`config.mk`:
```
export PLATFORM = sky130hd
export DESIGN_NAME = pbi_scsi_bank_register_block_core
export DESIGN_NICKNAME = d
export VERILOG_FILES = /design/src/rtl/pbsrb_pkg.sv /design/src/rtl/pbi_scsi_bank_register_block_core.sv
export SDC_FILE = /design/constraint.sdc
export NUM_CORES = 1
export LEC_CHECK = 0
export ABC_CLOCK_PERIOD_IN_PS = 4100
export BUFFER_PORTS_ARGS = -buffer_cell sky130_fd_sc_hd__buf_2
export CORE_MARGIN = 2
export CORE_UTILIZATION = 50
export CTS_BUF_LIST = sky130_fd_sc_hd__clkbuf_4
export CTS_CLUSTER_SIZE = 30
export DETAILED_ROUTE_END_ITERATION = 8
export GPL_TIMING_DRIVEN = 0
export PLACE_DENSITY = 0.74
export SETUP_SLACK_MARGIN = 0.2
export SYNTH_ARGS = -nofsm -noshare
export SYNTH_HDL_FRONTEND = slang
export SYNTH_SLANG_ARGS = --single-unit
```
`constraint.sdc`:
```
create_clock -name clk -period 4.1 [get_ports clk]
set_input_delay 1.23 -clock clk [delete_from_list [all_inputs] [get_ports clk]]
set_output_delay 1.23 -clock clk [all_outputs]
set_load 0.1 [all_outputs]
```
`src/rtl/pbsrb_pkg.sv`:
```
// Types, codes and constants shared by the expansion card register block.
`timescale 1ns / 1ps
`default_nettype none

package pbsrb_pkg;

    // Item kinds on the input stream
    typedef enum logic [1:0] {
        FUNC_READ  = 2'd0,
        FUNC_WRITE = 2'd1,
        FUNC_PRESS = 2'd2,
        FUNC_TICK  = 2'd3
    } func_t;

    typedef enum logic [1:0] {
        SEL_NONE = 2'd0,
        SEL_LOW  = 2'd1,
        SEL_HIGH = 2'd2
    } sel_act_t;

    typedef enum logic [1:0] {
        ACK_NONE  = 2'd0,
        ACK_PULSE = 2'd1,
        ACK_SET   = 2'd2,
        ACK_CLEAR = 2'd3
    } ack_act_t;

    typedef enum logic [1:0] {
        WIN_NONE = 2'd0,
        WIN_ROM  = 2'd1,
        WIN_OS   = 2'd2
    } win_act_t;

    // Configuration register indexes
    localparam logic [1:0] CFG_DEVICE_EN = 2'd0;
    localparam logic [1:0] CFG_SCSI_EN   = 2'd1;
    localparam logic [1:0] CFG_ROM_LARGE = 2'd2;

    // Register page addresses (low byte)
    localparam logic [7:0] ADR_STATUS  = 8'h70;
    localparam logic [7:0] ADR_DATA    = 8'h71;
    localparam logic [7:0] ADR_PCR     = 8'h7c;
    localparam logic [7:0] ADR_RAMPAGE = 8'hbc;
    localparam logic [7:0] ADR_SWITCH  = 8'hbe;
    localparam logic [7:0] ADR_IRQ     = 8'hff;
    localparam logic [1:0] BANK_TOP    = 2'b11;

    // Handshake modes, taken from bits 3..1 of the control byte
    localparam logic [2:0] MODE_PULSE = 3'd4;
    localparam logic [2:0] MODE_LOW   = 3'd6;
    localparam logic [2:0] MODE_HIGH  = 3'd7;

    localparam logic [7:0] IRQ_STATUS = 8'h0a;
    localparam logic [7:0] SWITCH_RD  = 8'hff;

    localparam int IN_TDATA_W  = 32;
    localparam int IN_TUSER_W  = 3;
    localparam int OUT_TDATA_W = 40;

    typedef struct packed {
        func_t      func;
        logic [7:0] addr_low;
        logic [7:0] wdata;
        logic       debug_read;
        logic       scsi_req;
        logic       scsi_bsy;
        logic       scsi_sel;
        logic       scsi_cd;
        logic       scsi_io;
        logic [7:0] scsi_data_in;
    } in_item_t;

    typedef struct packed {
        logic [7:0] rdata;
        logic       scsi_read_strobe;
        logic       scsi_data_write;
        sel_act_t   sel_action;
        ack_act_t   ack_action;
        win_act_t   window_action;
        logic [4:0] rom_block;
        logic       ram_page_swap;
        logic [7:0] ram_page_old;
        logic       irq_line;
        logic       cpu_irq_pulse;
        logic       irq_refresh;
    } result_t;

endpackage

`default_nettype wire

```
`src/rtl/pbi_scsi_bank_register_block_core.sv`:
```
// Register block of a parallel-bus expansion card: SCSI handshake, ROM bank and RAM page.
`timescale 1ns / 1ps
`default_nettype none

// The block takes one item per cycle on the s_axis side: a bus read, a bus write, a button
// press or a frame tick, with the current SCSI line levels alongside. Every item gives exactly
// one result on the m_axis side: the item sits in an input register, one pass of decode logic
// works out the result and the new register state, and the result register holds it until
// taken. Throughput is one item per cycle; a stalled result only stops the input once the
// input register is also full. The result carries read data plus the actions that the host
// carries out: SEL and ACK line changes, ROM window switches (2K block number or OS ROM) and
// RAM page swaps (the old page number is given; the new one is the written byte).
// Configuration (card present, SCSI attached, 64K ROM) is written on the cfg port, which is
// always ready; the user must write it only while no item is in flight, as the block does
// not enforce this. All state and configuration clear on reset.
module pbi_scsi_bank_register_block_core
(
    input  wire                                  clk,
    input  wire                                  rst_n,
    // cfg_index: 0 device_enabled, 1 scsi_attached, 2 rom_large
    input  wire                                  cfg_valid,
    output logic                                 cfg_ready,
    input  wire  [1:0]                           cfg_index,
    input  wire                                  cfg_data,
    input  wire                                  s_axis_tvalid,
    output logic                                 s_axis_tready,
    // tdata, low bit up: addr_low[7:0], wdata[15:8], scsi_req[16], scsi_bsy[17],
    // scsi_sel[18], scsi_cd[19], scsi_io[20], scsi_data_in[28:21], zero [31:29]
    input  wire  [pbsrb_pkg::IN_TDATA_W-1:0]     s_axis_tdata,
    // tuser, low bit up: func[1:0], debug_read[2]
    input  wire  [pbsrb_pkg::IN_TUSER_W-1:0]     s_axis_tuser,
    output logic                                 m_axis_tvalid,
    input  wire                                  m_axis_tready,
    // tdata, low bit up: rdata[7:0], scsi_read_strobe[8], scsi_data_write[9],
    // sel_action[11:10], ack_action[13:12], window_action[15:14], rom_block[20:16],
    // ram_page_swap[21], ram_page_old[29:22], irq_line[30], cpu_irq_pulse[31],
    // irq_refresh[32], zero [39:33]
    output logic [pbsrb_pkg::OUT_TDATA_W-1:0]    m_axis_tdata
);
    import pbsrb_pkg::*;

    // Configuration
    logic       dev_en_reg;
    logic       scsi_en_reg;
    logic       rom_large_reg;

    // Card state
    logic [7:0] handshake_ctrl_reg, handshake_ctrl_next;
    logic [7:0] rom_bank_reg,       rom_bank_next;
    logic       rom_high_reg,       rom_high_next;
    logic [7:0] ram_page_reg,       ram_page_next;
    logic       button_down_reg,    button_down_next;
    logic       frame_counter_reg,  frame_counter_next;
    logic       button_irq_reg,     button_irq_next;

    // Pipeline
    logic       in_valid_reg;
    in_item_t   in_item_reg;
    in_item_t   in_item;
    logic       out_valid_reg;
    result_t    out_item_reg;
    result_t    res_next;
    logic       advance;
    logic [2:0] mode_cur;
    logic [2:0] mode_new;

    assign cfg_ready = 1'b1;

    // Unpack the incoming item
    always_comb
    begin
        in_item.func            = func_t'(s_axis_tuser[1:0]);
        in_item.debug_read      = s_axis_tuser[2];
        in_item.addr_low        = s_axis_tdata[7:0];
        in_item.wdata           = s_axis_tdata[15:8];
        in_item.scsi_req        = s_axis_tdata[16];
        in_item.scsi_bsy        = s_axis_tdata[17];
        in_item.scsi_sel        = s_axis_tdata[18];
        in_item.scsi_cd         = s_axis_tdata[19];
        in_item.scsi_io         = s_axis_tdata[20];
        in_item.scsi_data_in    = s_axis_tdata[28:21];
    end

    // Move the held item to the result register when that register is free or being taken
    assign advance       = in_valid_reg && (!out_valid_reg || m_axis_tready);
    assign s_axis_tready = !in_valid_reg || advance;

    assign mode_cur = handshake_ctrl_reg[3:1];
    assign mode_new = in_item_reg.wdata[3:1];

    // Decode one item against the current state
    always_comb
    begin
        res_next            = '0;
        handshake_ctrl_next = handshake_ctrl_reg;
        rom_bank_next       = rom_bank_reg;
        rom_high_next       = rom_high_reg;
        ram_page_next       = ram_page_reg;
        button_down_next    = button_down_reg;
        frame_counter_next  = frame_counter_reg;
        button_irq_next     = button_irq_reg;

        unique case (in_item_reg.func)
            FUNC_READ:
            begin
                unique case (in_item_reg.addr_low)
                    ADR_STATUS:
                    begin
                        res_next.rdata = {~in_item_reg.scsi_req, ~in_item_reg.scsi_bsy, 3'b000,
                                          ~in_item_reg.scsi_sel, ~in_item_reg.scsi_cd,
                                          ~in_item_reg.scsi_io};
                    end
                    ADR_DATA:
                    begin
                        if (scsi_en_reg)
                        begin
                            res_next.rdata            = in_item_reg.scsi_data_in;
                            res_next.scsi_read_strobe = 1'b1;
                            // A debug read leaves the ACK line alone
                            if (!in_item_reg.debug_read && mode_cur == MODE_PULSE)
                            begin
                                res_next.ack_action = ACK_PULSE;
                            end
                        end
                    end
                    ADR_RAMPAGE: res_next.rdata = ram_page_reg;
                    ADR_SWITCH:  res_next.rdata = SWITCH_RD;
                    ADR_IRQ:     res_next.rdata = button_irq_reg ? IRQ_STATUS : 8'h00;
                    default:     res_next.rdata = 8'h00;
                endcase
            end
            FUNC_WRITE:
            begin
                unique case (in_item_reg.addr_low)
                    ADR_STATUS:
                    begin
                        if (scsi_en_reg)
                        begin
                            res_next.sel_action = in_item_reg.wdata[2] ? SEL_LOW : SEL_HIGH;
                        end
                    end
                    ADR_DATA:
                    begin
                        if (scsi_en_reg)
                        begin
                            res_next.scsi_data_write = 1'b1;
                            if (mode_cur == MODE_PULSE)
                            begin
                                res_next.ack_action = ACK_PULSE;
                            end
                        end
                    end
                    ADR_PCR:
                    begin
                        // The new mode decides the ACK level right away
                        handshake_ctrl_next = in_item_reg.wdata;
                        if (scsi_en_reg)
                        begin
                            if (mode_new == MODE_LOW)
                            begin
                                res_next.ack_action = ACK_SET;
                            end
                            else if (mode_new == MODE_HIGH)
                            begin
                                res_next.ack_action = ACK_CLEAR;
                            end
                        end
                    end
                    ADR_RAMPAGE:
                    begin
                        res_next.ram_page_swap = 1'b1;
                        res_next.ram_page_old  = ram_page_reg;
                        ram_page_next          = in_item_reg.wdata;
                    end
                    ADR_SWITCH:
                    begin
                        // High ROM half only exists on the 64K ROM
                        if (rom_large_reg && in_item_reg.wdata[2] != rom_high_reg)
                        begin
                            rom_high_next = in_item_reg.wdata[2];
                            if (rom_bank_reg != 8'h00 && rom_bank_reg[7:3] == 5'd0)
                            begin
                                res_next.window_action = WIN_ROM;
                                res_next.rom_block     = {in_item_reg.wdata[2], 1'b0,
                                                          rom_bank_reg[2:0]};
                            end
                        end
                    end
                    default:
                    begin
                        if (in_item_reg.addr_low[7:6] == BANK_TOP
                            && in_item_reg.wdata != rom_bank_reg)
                        begin
                            rom_bank_next = in_item_reg.wdata;
                            if (in_item_reg.wdata != 8'h00 && in_item_reg.wdata[7:4] == 4'd0)
                            begin
                                res_next.window_action = WIN_ROM;
                                // Small ROM folds banks 8..15 onto blocks 0..7
                                if (rom_large_reg)
                                begin
                                    res_next.rom_block = {rom_high_reg, in_item_reg.wdata[3:0]};
                                end
                                else
                                begin
                                    res_next.rom_block = {2'b00, in_item_reg.wdata[2:0]};
                                end
                            end
                            else
                            begin
                                res_next.window_action = WIN_OS;
                            end
                        end
                    end
                endcase
            end
            FUNC_PRESS:
            begin
                if (dev_en_reg && !button_down_reg)
                begin
                    res_next.cpu_irq_pulse = 1'b1;
                    button_irq_next        = 1'b1;
                    button_down_next       = 1'b1;
                end
            end
            FUNC_TICK:
            begin
                // Hold the button for one full frame, then release it
                if (button_down_reg)
                begin
                    if (!frame_counter_reg)
                    begin
                        frame_counter_next = 1'b1;
                    end
                    else
                    begin
                        button_irq_next      = 1'b0;
                        button_down_next     = 1'b0;
                        frame_counter_next   = 1'b0;
                        res_next.irq_refresh = 1'b1;
                    end
                end
            end
            default:
            begin
                res_next = '0;
            end
        endcase

        res_next.irq_line = button_irq_next;
    end

    // Control state, configuration and card state
    always_ff @(posedge clk or negedge rst_n)
    begin
        if (!rst_n)
        begin
            dev_en_reg         <= 1'b0;
            scsi_en_reg        <= 1'b0;
            rom_large_reg      <= 1'b0;
            handshake_ctrl_reg <= 8'h00;
            rom_bank_reg       <= 8'h00;
            rom_high_reg       <= 1'b0;
            ram_page_reg       <= 8'h00;
            button_down_reg    <= 1'b0;
            frame_counter_reg  <= 1'b0;
            button_irq_reg     <= 1'b0;
            in_valid_reg       <= 1'b0;
            out_valid_reg      <= 1'b0;
        end
        else
        begin
            if (cfg_valid && cfg_ready)
            begin
                unique case (cfg_index)
                    CFG_DEVICE_EN: dev_en_reg    <= cfg_data;
                    CFG_SCSI_EN:   scsi_en_reg   <= cfg_data;
                    CFG_ROM_LARGE: rom_large_reg <= cfg_data;
                    default:       dev_en_reg    <= dev_en_reg;
                endcase
            end

            if (advance)
            begin
                handshake_ctrl_reg <= handshake_ctrl_next;
                rom_bank_reg       <= rom_bank_next;
                rom_high_reg       <= rom_high_next;
                ram_page_reg       <= ram_page_next;
                button_down_reg    <= button_down_next;
                frame_counter_reg  <= frame_counter_next;
                button_irq_reg     <= button_irq_next;
            end

            if (s_axis_tvalid && s_axis_tready)
            begin
                in_valid_reg <= 1'b1;
            end
            else if (advance)
            begin
                in_valid_reg <= 1'b0;
            end

            if (advance)
            begin
                out_valid_reg <= 1'b1;
            end
            else if (m_axis_tready)
            begin
                out_valid_reg <= 1'b0;
            end
        end
    end

    // Payload registers
    always_ff @(posedge clk)
    begin
        if (s_axis_tvalid && s_axis_tready)
        begin
            in_item_reg <= in_item;
        end
        if (advance)
        begin
            out_item_reg <= res_next;
        end
    end

    assign m_axis_tvalid = out_valid_reg;
    assign m_axis_tdata  = {7'd0,
                            out_item_reg.irq_refresh,
                            out_item_reg.cpu_irq_pulse,
                            out_item_reg.irq_line,
                            out_item_reg.ram_page_old,
                            out_item_reg.ram_page_swap,
                            out_item_reg.rom_block,
                            out_item_reg.window_action,
                            out_item_reg.ack_action,
                            out_item_reg.sel_action,
                            out_item_reg.scsi_data_write,
                            out_item_reg.scsi_read_strobe,
                            out_item_reg.rdata};

`ifndef SYNTHESIS
    // A moved item always shows up on the output next cycle
    a_advance_shows: assert property (@(posedge clk) disable iff (!rst_n)
        advance |=> m_axis_tvalid)
        else $error("advanced item missing from output");

    // The pending result reports the interrupt bit that the state now holds
    a_irq_matches: assert property (@(posedge clk) disable iff (!rst_n)
        m_axis_tvalid |-> (out_item_reg.irq_line == button_irq_reg))
        else $error("irq_line disagrees with button state");

    // A press that raised an interrupt left the button down with a fresh frame count
    a_press_state: assert property (@(posedge clk) disable iff (!rst_n)
        (m_axis_tvalid && out_item_reg.cpu_irq_pulse) |-> (button_down_reg && !frame_counter_reg))
        else $error("interrupt pulse without button held");

    // A ROM block mapping always follows a nonzero bank
    a_rom_bank: assert property (@(posedge clk) disable iff (!rst_n)
        (m_axis_tvalid && out_item_reg.window_action == WIN_ROM) |-> (rom_bank_reg != 8'h00))
        else $error("ROM block mapped with bank zero");
`endif

endmodule

`default_nettype wire

```
* Yosys cells after proc, flatten, opt, wreduce, memory -nomap -nowiden
Index checks and enable logic that the tools add are counted.
** Word-level totals
- Bits in registers :: 94
- Bits of input ports :: 43
- Output and inout bits :: 43
- Word-level logic and storage cells :: 134
** Cells by class
- Equal/unequal tests :: 18
- Muxes and demuxes :: 37
- Bitwise operators :: 6
- Reduce and logical (&&, ||, !) cells :: 39
** Operators by type and width (count)
- $pmux 8 s5 :: 1
- $eq 8x7->1 const B :: 3
- $eq 8x8->1 const B :: 3
- $mux 9 :: 2
- $mux 2 :: 8
- $reduce_bool 8->1 :: 2
- $mux 1 :: 15
- $reduce_and 3->1 :: 5
- $pmux 7 s2 :: 1
- $reduce_and 2->1 :: 7
- $mux 6 :: 2
- $mux 5 :: 2
- $eq 3x3->1 const B :: 3
- $eq 2x2->1 const B :: 4
- $logic_and 1x1->1 :: 8
- $ne 8x8->1 :: 1
- $pmux 2 s2 :: 2
- $reduce_and 4->1 :: 2
- $mux 7 :: 1
- $not 1->1 :: 6
- $reduce_bool 2->1 :: 3
- $logic_not 5->1 :: 1
- $reduce_or 5->1 :: 1
- $eq 2x1->1 const B :: 2
- other kinds (9) :: 15

* Logic depth before layout (Yosys ltp)
- Depth after elaboration :: 6
- Mapped depth :: 7
- Depth with buffers taken out :: 4

* Worst setup path after synthesis
Ideal clock, no wire load.
- Path type :: input to register
- From :: in m_axis_tready
- To :: reg ram_page_reg[0]
- Library setup time :: 0.125 ns
- Data arrival time :: 3.308 ns
- Required time :: 3.975 ns
- Path slack :: 0.667 ns
- Cell stages on the path :: 6
- Buffers on the path :: 2
- Cells stage by stage :: nand2b_1 and2_1 clkbuf_1 and2_1 buf_2 mux2_2
** On the way
- Longest elaborated chain between the ends :: 3
** Ends and longest elaborated chain
- start, declared :: line pbi_scsi_bank_register_block_core.sv:33 : input wire m_axis_tready,
- $logic_or 1x1->1 :: line pbi_scsi_bank_register_block_core.sv:85 : assign advance = in_valid_reg && (!out_valid_reg || m_axis_tready);
- $logic_and 1x1->1 :: line pbi_scsi_bank_register_block_core.sv:85
- net advance :: line pbi_scsi_bank_register_block_core.sv:63 : logic advance;
- $reduce_and 3->1 (no line)
- end signal, assigned :: line pbi_scsi_bank_register_block_core.sv:287 : ram_page_reg <= ram_page_next;
- end, declared :: line pbi_scsi_bank_register_block_core.sv:51 : logic [7:0] ram_page_reg, ram_page_next;
The timed path passes the listed nets, and every way through them passes these cells.
A chain may end at the register's enable or synchronous reset.

* Final worst setup path
- From :: in m_axis_tready
- To :: out s_axis_tready
** On the way
- Longest elaborated chain between the ends :: 3
** Ends and longest elaborated chain
- $logic_or 1x1->1 :: line pbi_scsi_bank_register_block_core.sv:85
- $logic_and 1x1->1 :: line pbi_scsi_bank_register_block_core.sv:85
- $logic_or 1x1->1 :: line pbi_scsi_bank_register_block_core.sv:86 : assign s_axis_tready = !in_valid_reg || advance;
- end, declared :: line pbi_scsi_bank_register_block_core.sv:26 : output logic s_axis_tready,
No other way between the ends.

==> results.toml <==
[layout]
final_cells = 475
mostFrequentLayoutCell = "buf_2"
largest_register_ffs = 33
drive_gt1_share_pct = 36.73
n_antenna_cell = 0
fin_nets = 411
fin_area_um2 = 4609
areaGrowthSynthToFinish_pct = 15.92
layout_common_cells = "buf_2 (77), edfxtp_1 (65), dfrtp_1 (28)"
nFillCells = 645

[setup_path]
path_common_cell = "buf_2"
critPathRequiredTime_ns = 2.87
crit_slowest_cell = "buf_2"
end_kind = "primary output"
crit_arrival_ns = 1.90
cp_max_fo = 3
critical-path-max-stage-delay_ns = 0.45
start_kind = "input pin"
crit_type = "input pin to primary output"
cp_top_family = "buffers and inverters"
path_cells = "buf_2 > nand3b_1 > buf_2"
critPathBufInv = 2

[placement]
post-place-ws_ns = 0.8746
port_buffers = 74
placed_area_um2 = 4498
gp_congestion = 0.8992
hpwlAfterDp_mm = 5.180
placed_cells = 459

[clocking]
clk_pin_slew_ns = 0.12
htree_levels = 3
cts_made_buffers = 9
cts_resized = 0
clock-sinks = 93
cts_max_path_buffers = 2
postCtsSetupBuffers = 0
cts_root_buffer = "clkbuf_4"
insertion_delay_ns = 0.44
cts-hold-fix-buffers = 0
cts_tree = "done"

[die]
initial_utilization_pct = 51.46
dieArea_um2 = 8682
num_rows = 32
die_h_um = 93.18
fp.coreArea_um2 = 7727
die_w_um = 93.18
ios = 86

[yosys]
postSynthCellCount = 277
ys_seq_elements = 93
synth_area_per_cell_um2 = 14.35
synthArstFlopShare_pct = 30.11
synth_warnings = 0
ys.flop_type = "edfxtp_1"
synth.distinct_cells = 46
synth-edff-count = 65
synth_area_um2 = 3976
ys_seq_area_share_pct = 66.71

[timing]
period_share_pct = 76.26
period_minus_slack_ns = 3.127
rsz0062_at_grt = "no"
setup_tns_ns = 0
clock_skew_ns = 0.01470
max_slew_margin_pct = 39.45
hold_violations = 0
timing_worst_slew_pin_value_ns = 0.9083
slew_violations = 0
fmax_mhz = 319.8
setup_viol = 0
timing.final.ws_setup_ns = 0.9732

[routing]
via_per_inst = 5.263
ant_nets = 0
drc = 0
drtIter0Drc = 95
first_pass_iters = 4
wl_mm = 7.297
vias = 2500
wl_per_cell_um = 15.36

[grt]
track_usage_pct = 17.99
grt_max_degree = 40
grt_pass1_vias = 2398
grt_pass1_wl_mm = 11.50
antenna_found_initial = 0
gr-total-overflow = 0

[pwr]
p_per_area_nw_per_um2 = 430.1
total_power_uw = 1982
vdd_drop_max_mv = 0.2598
p_leak_uw = 0.001858

[hold_path]
min_path_type = "flop to flop"

[run_status]
status = "complete, no violations"

[job]
maxCapViolations = 0
## synthesized netlist by cell type, types with 5 or more instances
| library cell | number | area [µm²] |
|---|---|---|
| edfxtp_1 | 65 | 1952 |
| dfrtp_1 | 28 | 700.7 |
| mux2_2 | 23 | 259.0 |
| nor2_1 | 17 | 63.81 |
| nand2_1 | 13 | 48.80 |
| and2_1 | 11 | 68.82 |
| buf_4 | 8 | 60.06 |
| xor2_1 | 8 | 70.07 |
| nand3_1 | 7 | 35.03 |
| nor3_1 | 7 | 35.03 |
| a21oi_1 | 6 | 30.03 |
| and3_1 | 5 | 31.28 |
| nand4_1 | 5 | 31.28 |
| o21a_1 | 5 | 37.54 |
| o2bb2ai_1 | 5 | 43.79 |
## worst paths after layout
path,startpoint,endpoint,slack [ns],cells past startpoint
worst max register to register,m_axis_tvalid,ram_page_reg[0],1.81,6
min in group asynchronous,rst_n,dev_en_reg,0.80,1
worst min-delay path,handshake_ctrl_reg[3],handshake_ctrl_reg[3],0.53,1
worst max-delay path,m_axis_tready,s_axis_tready,0.97,3
max in group asynchronous,rst_n,rom_bank_reg[7],2.88,1
worst min register to register,handshake_ctrl_reg[3],handshake_ctrl_reg[3],0.53,1
## stage by stage
step | hold WS [ns] | util, %
floorplan | 0.4668 | -
global placement | 0.4863 | 58.19
detailed placement | 0.4946 | 58.21
CTS | 0.5279 | 59.63
global route | 0.5444 | 59.65
finish | 0.5264 | 59.65
## cell families (layout without fill, tap and decap cells)
group / after synthesis / in the layout / share of synthesized area (%)
AND/OR/NAND/NOR: 97 / 97 / 15.01
flip-flops: 93 / 93 / 66.71
AO/OA/AOI/OAI: 34 / 34 / 6.671
multiplexers: 24 / 24 / 6.765
buffers and inverters: 17 / 107 / 2.454
XOR/XNOR: 10 / 10 / 2.203
other: 2 / 8 / 0.1889
## routing by layer
metal,GRT usage [%],vias up,share of wire [%]
li1,-,1217,-
met1,23.17,1188,43
met2,28.86,82,49
met3,2.820,13,5.3
met4,10.91,0,2.6
met5,0,-,0
## area by class of cell
class / instances / area (µm²) / area share, %
Buffer: 15 / 91.34 / 1.982
Sequential cell: 93 / 2653 / 57.55
Tap cell: 102 / 127.6 / 2.769
Timing Repair Buffer: 74 / 370.4 / 8.035
Multi-Input combinational cell: 173 / 1250 / 27.12
Inverter: 2 / 7.507 / 0.1629
Clock buffer: 9 / 67.56 / 1.466
Clock inverter: 7 / 42.54 / 0.9229
## power breakdown
part,internal [µW],total [µW],switching [µW]
logic,97.4,403,305
clock network,121,409,288
registers,1100,1170,71.2
total,1320,1980,665
No activity file was read; power rests on OpenSTA's default activity.
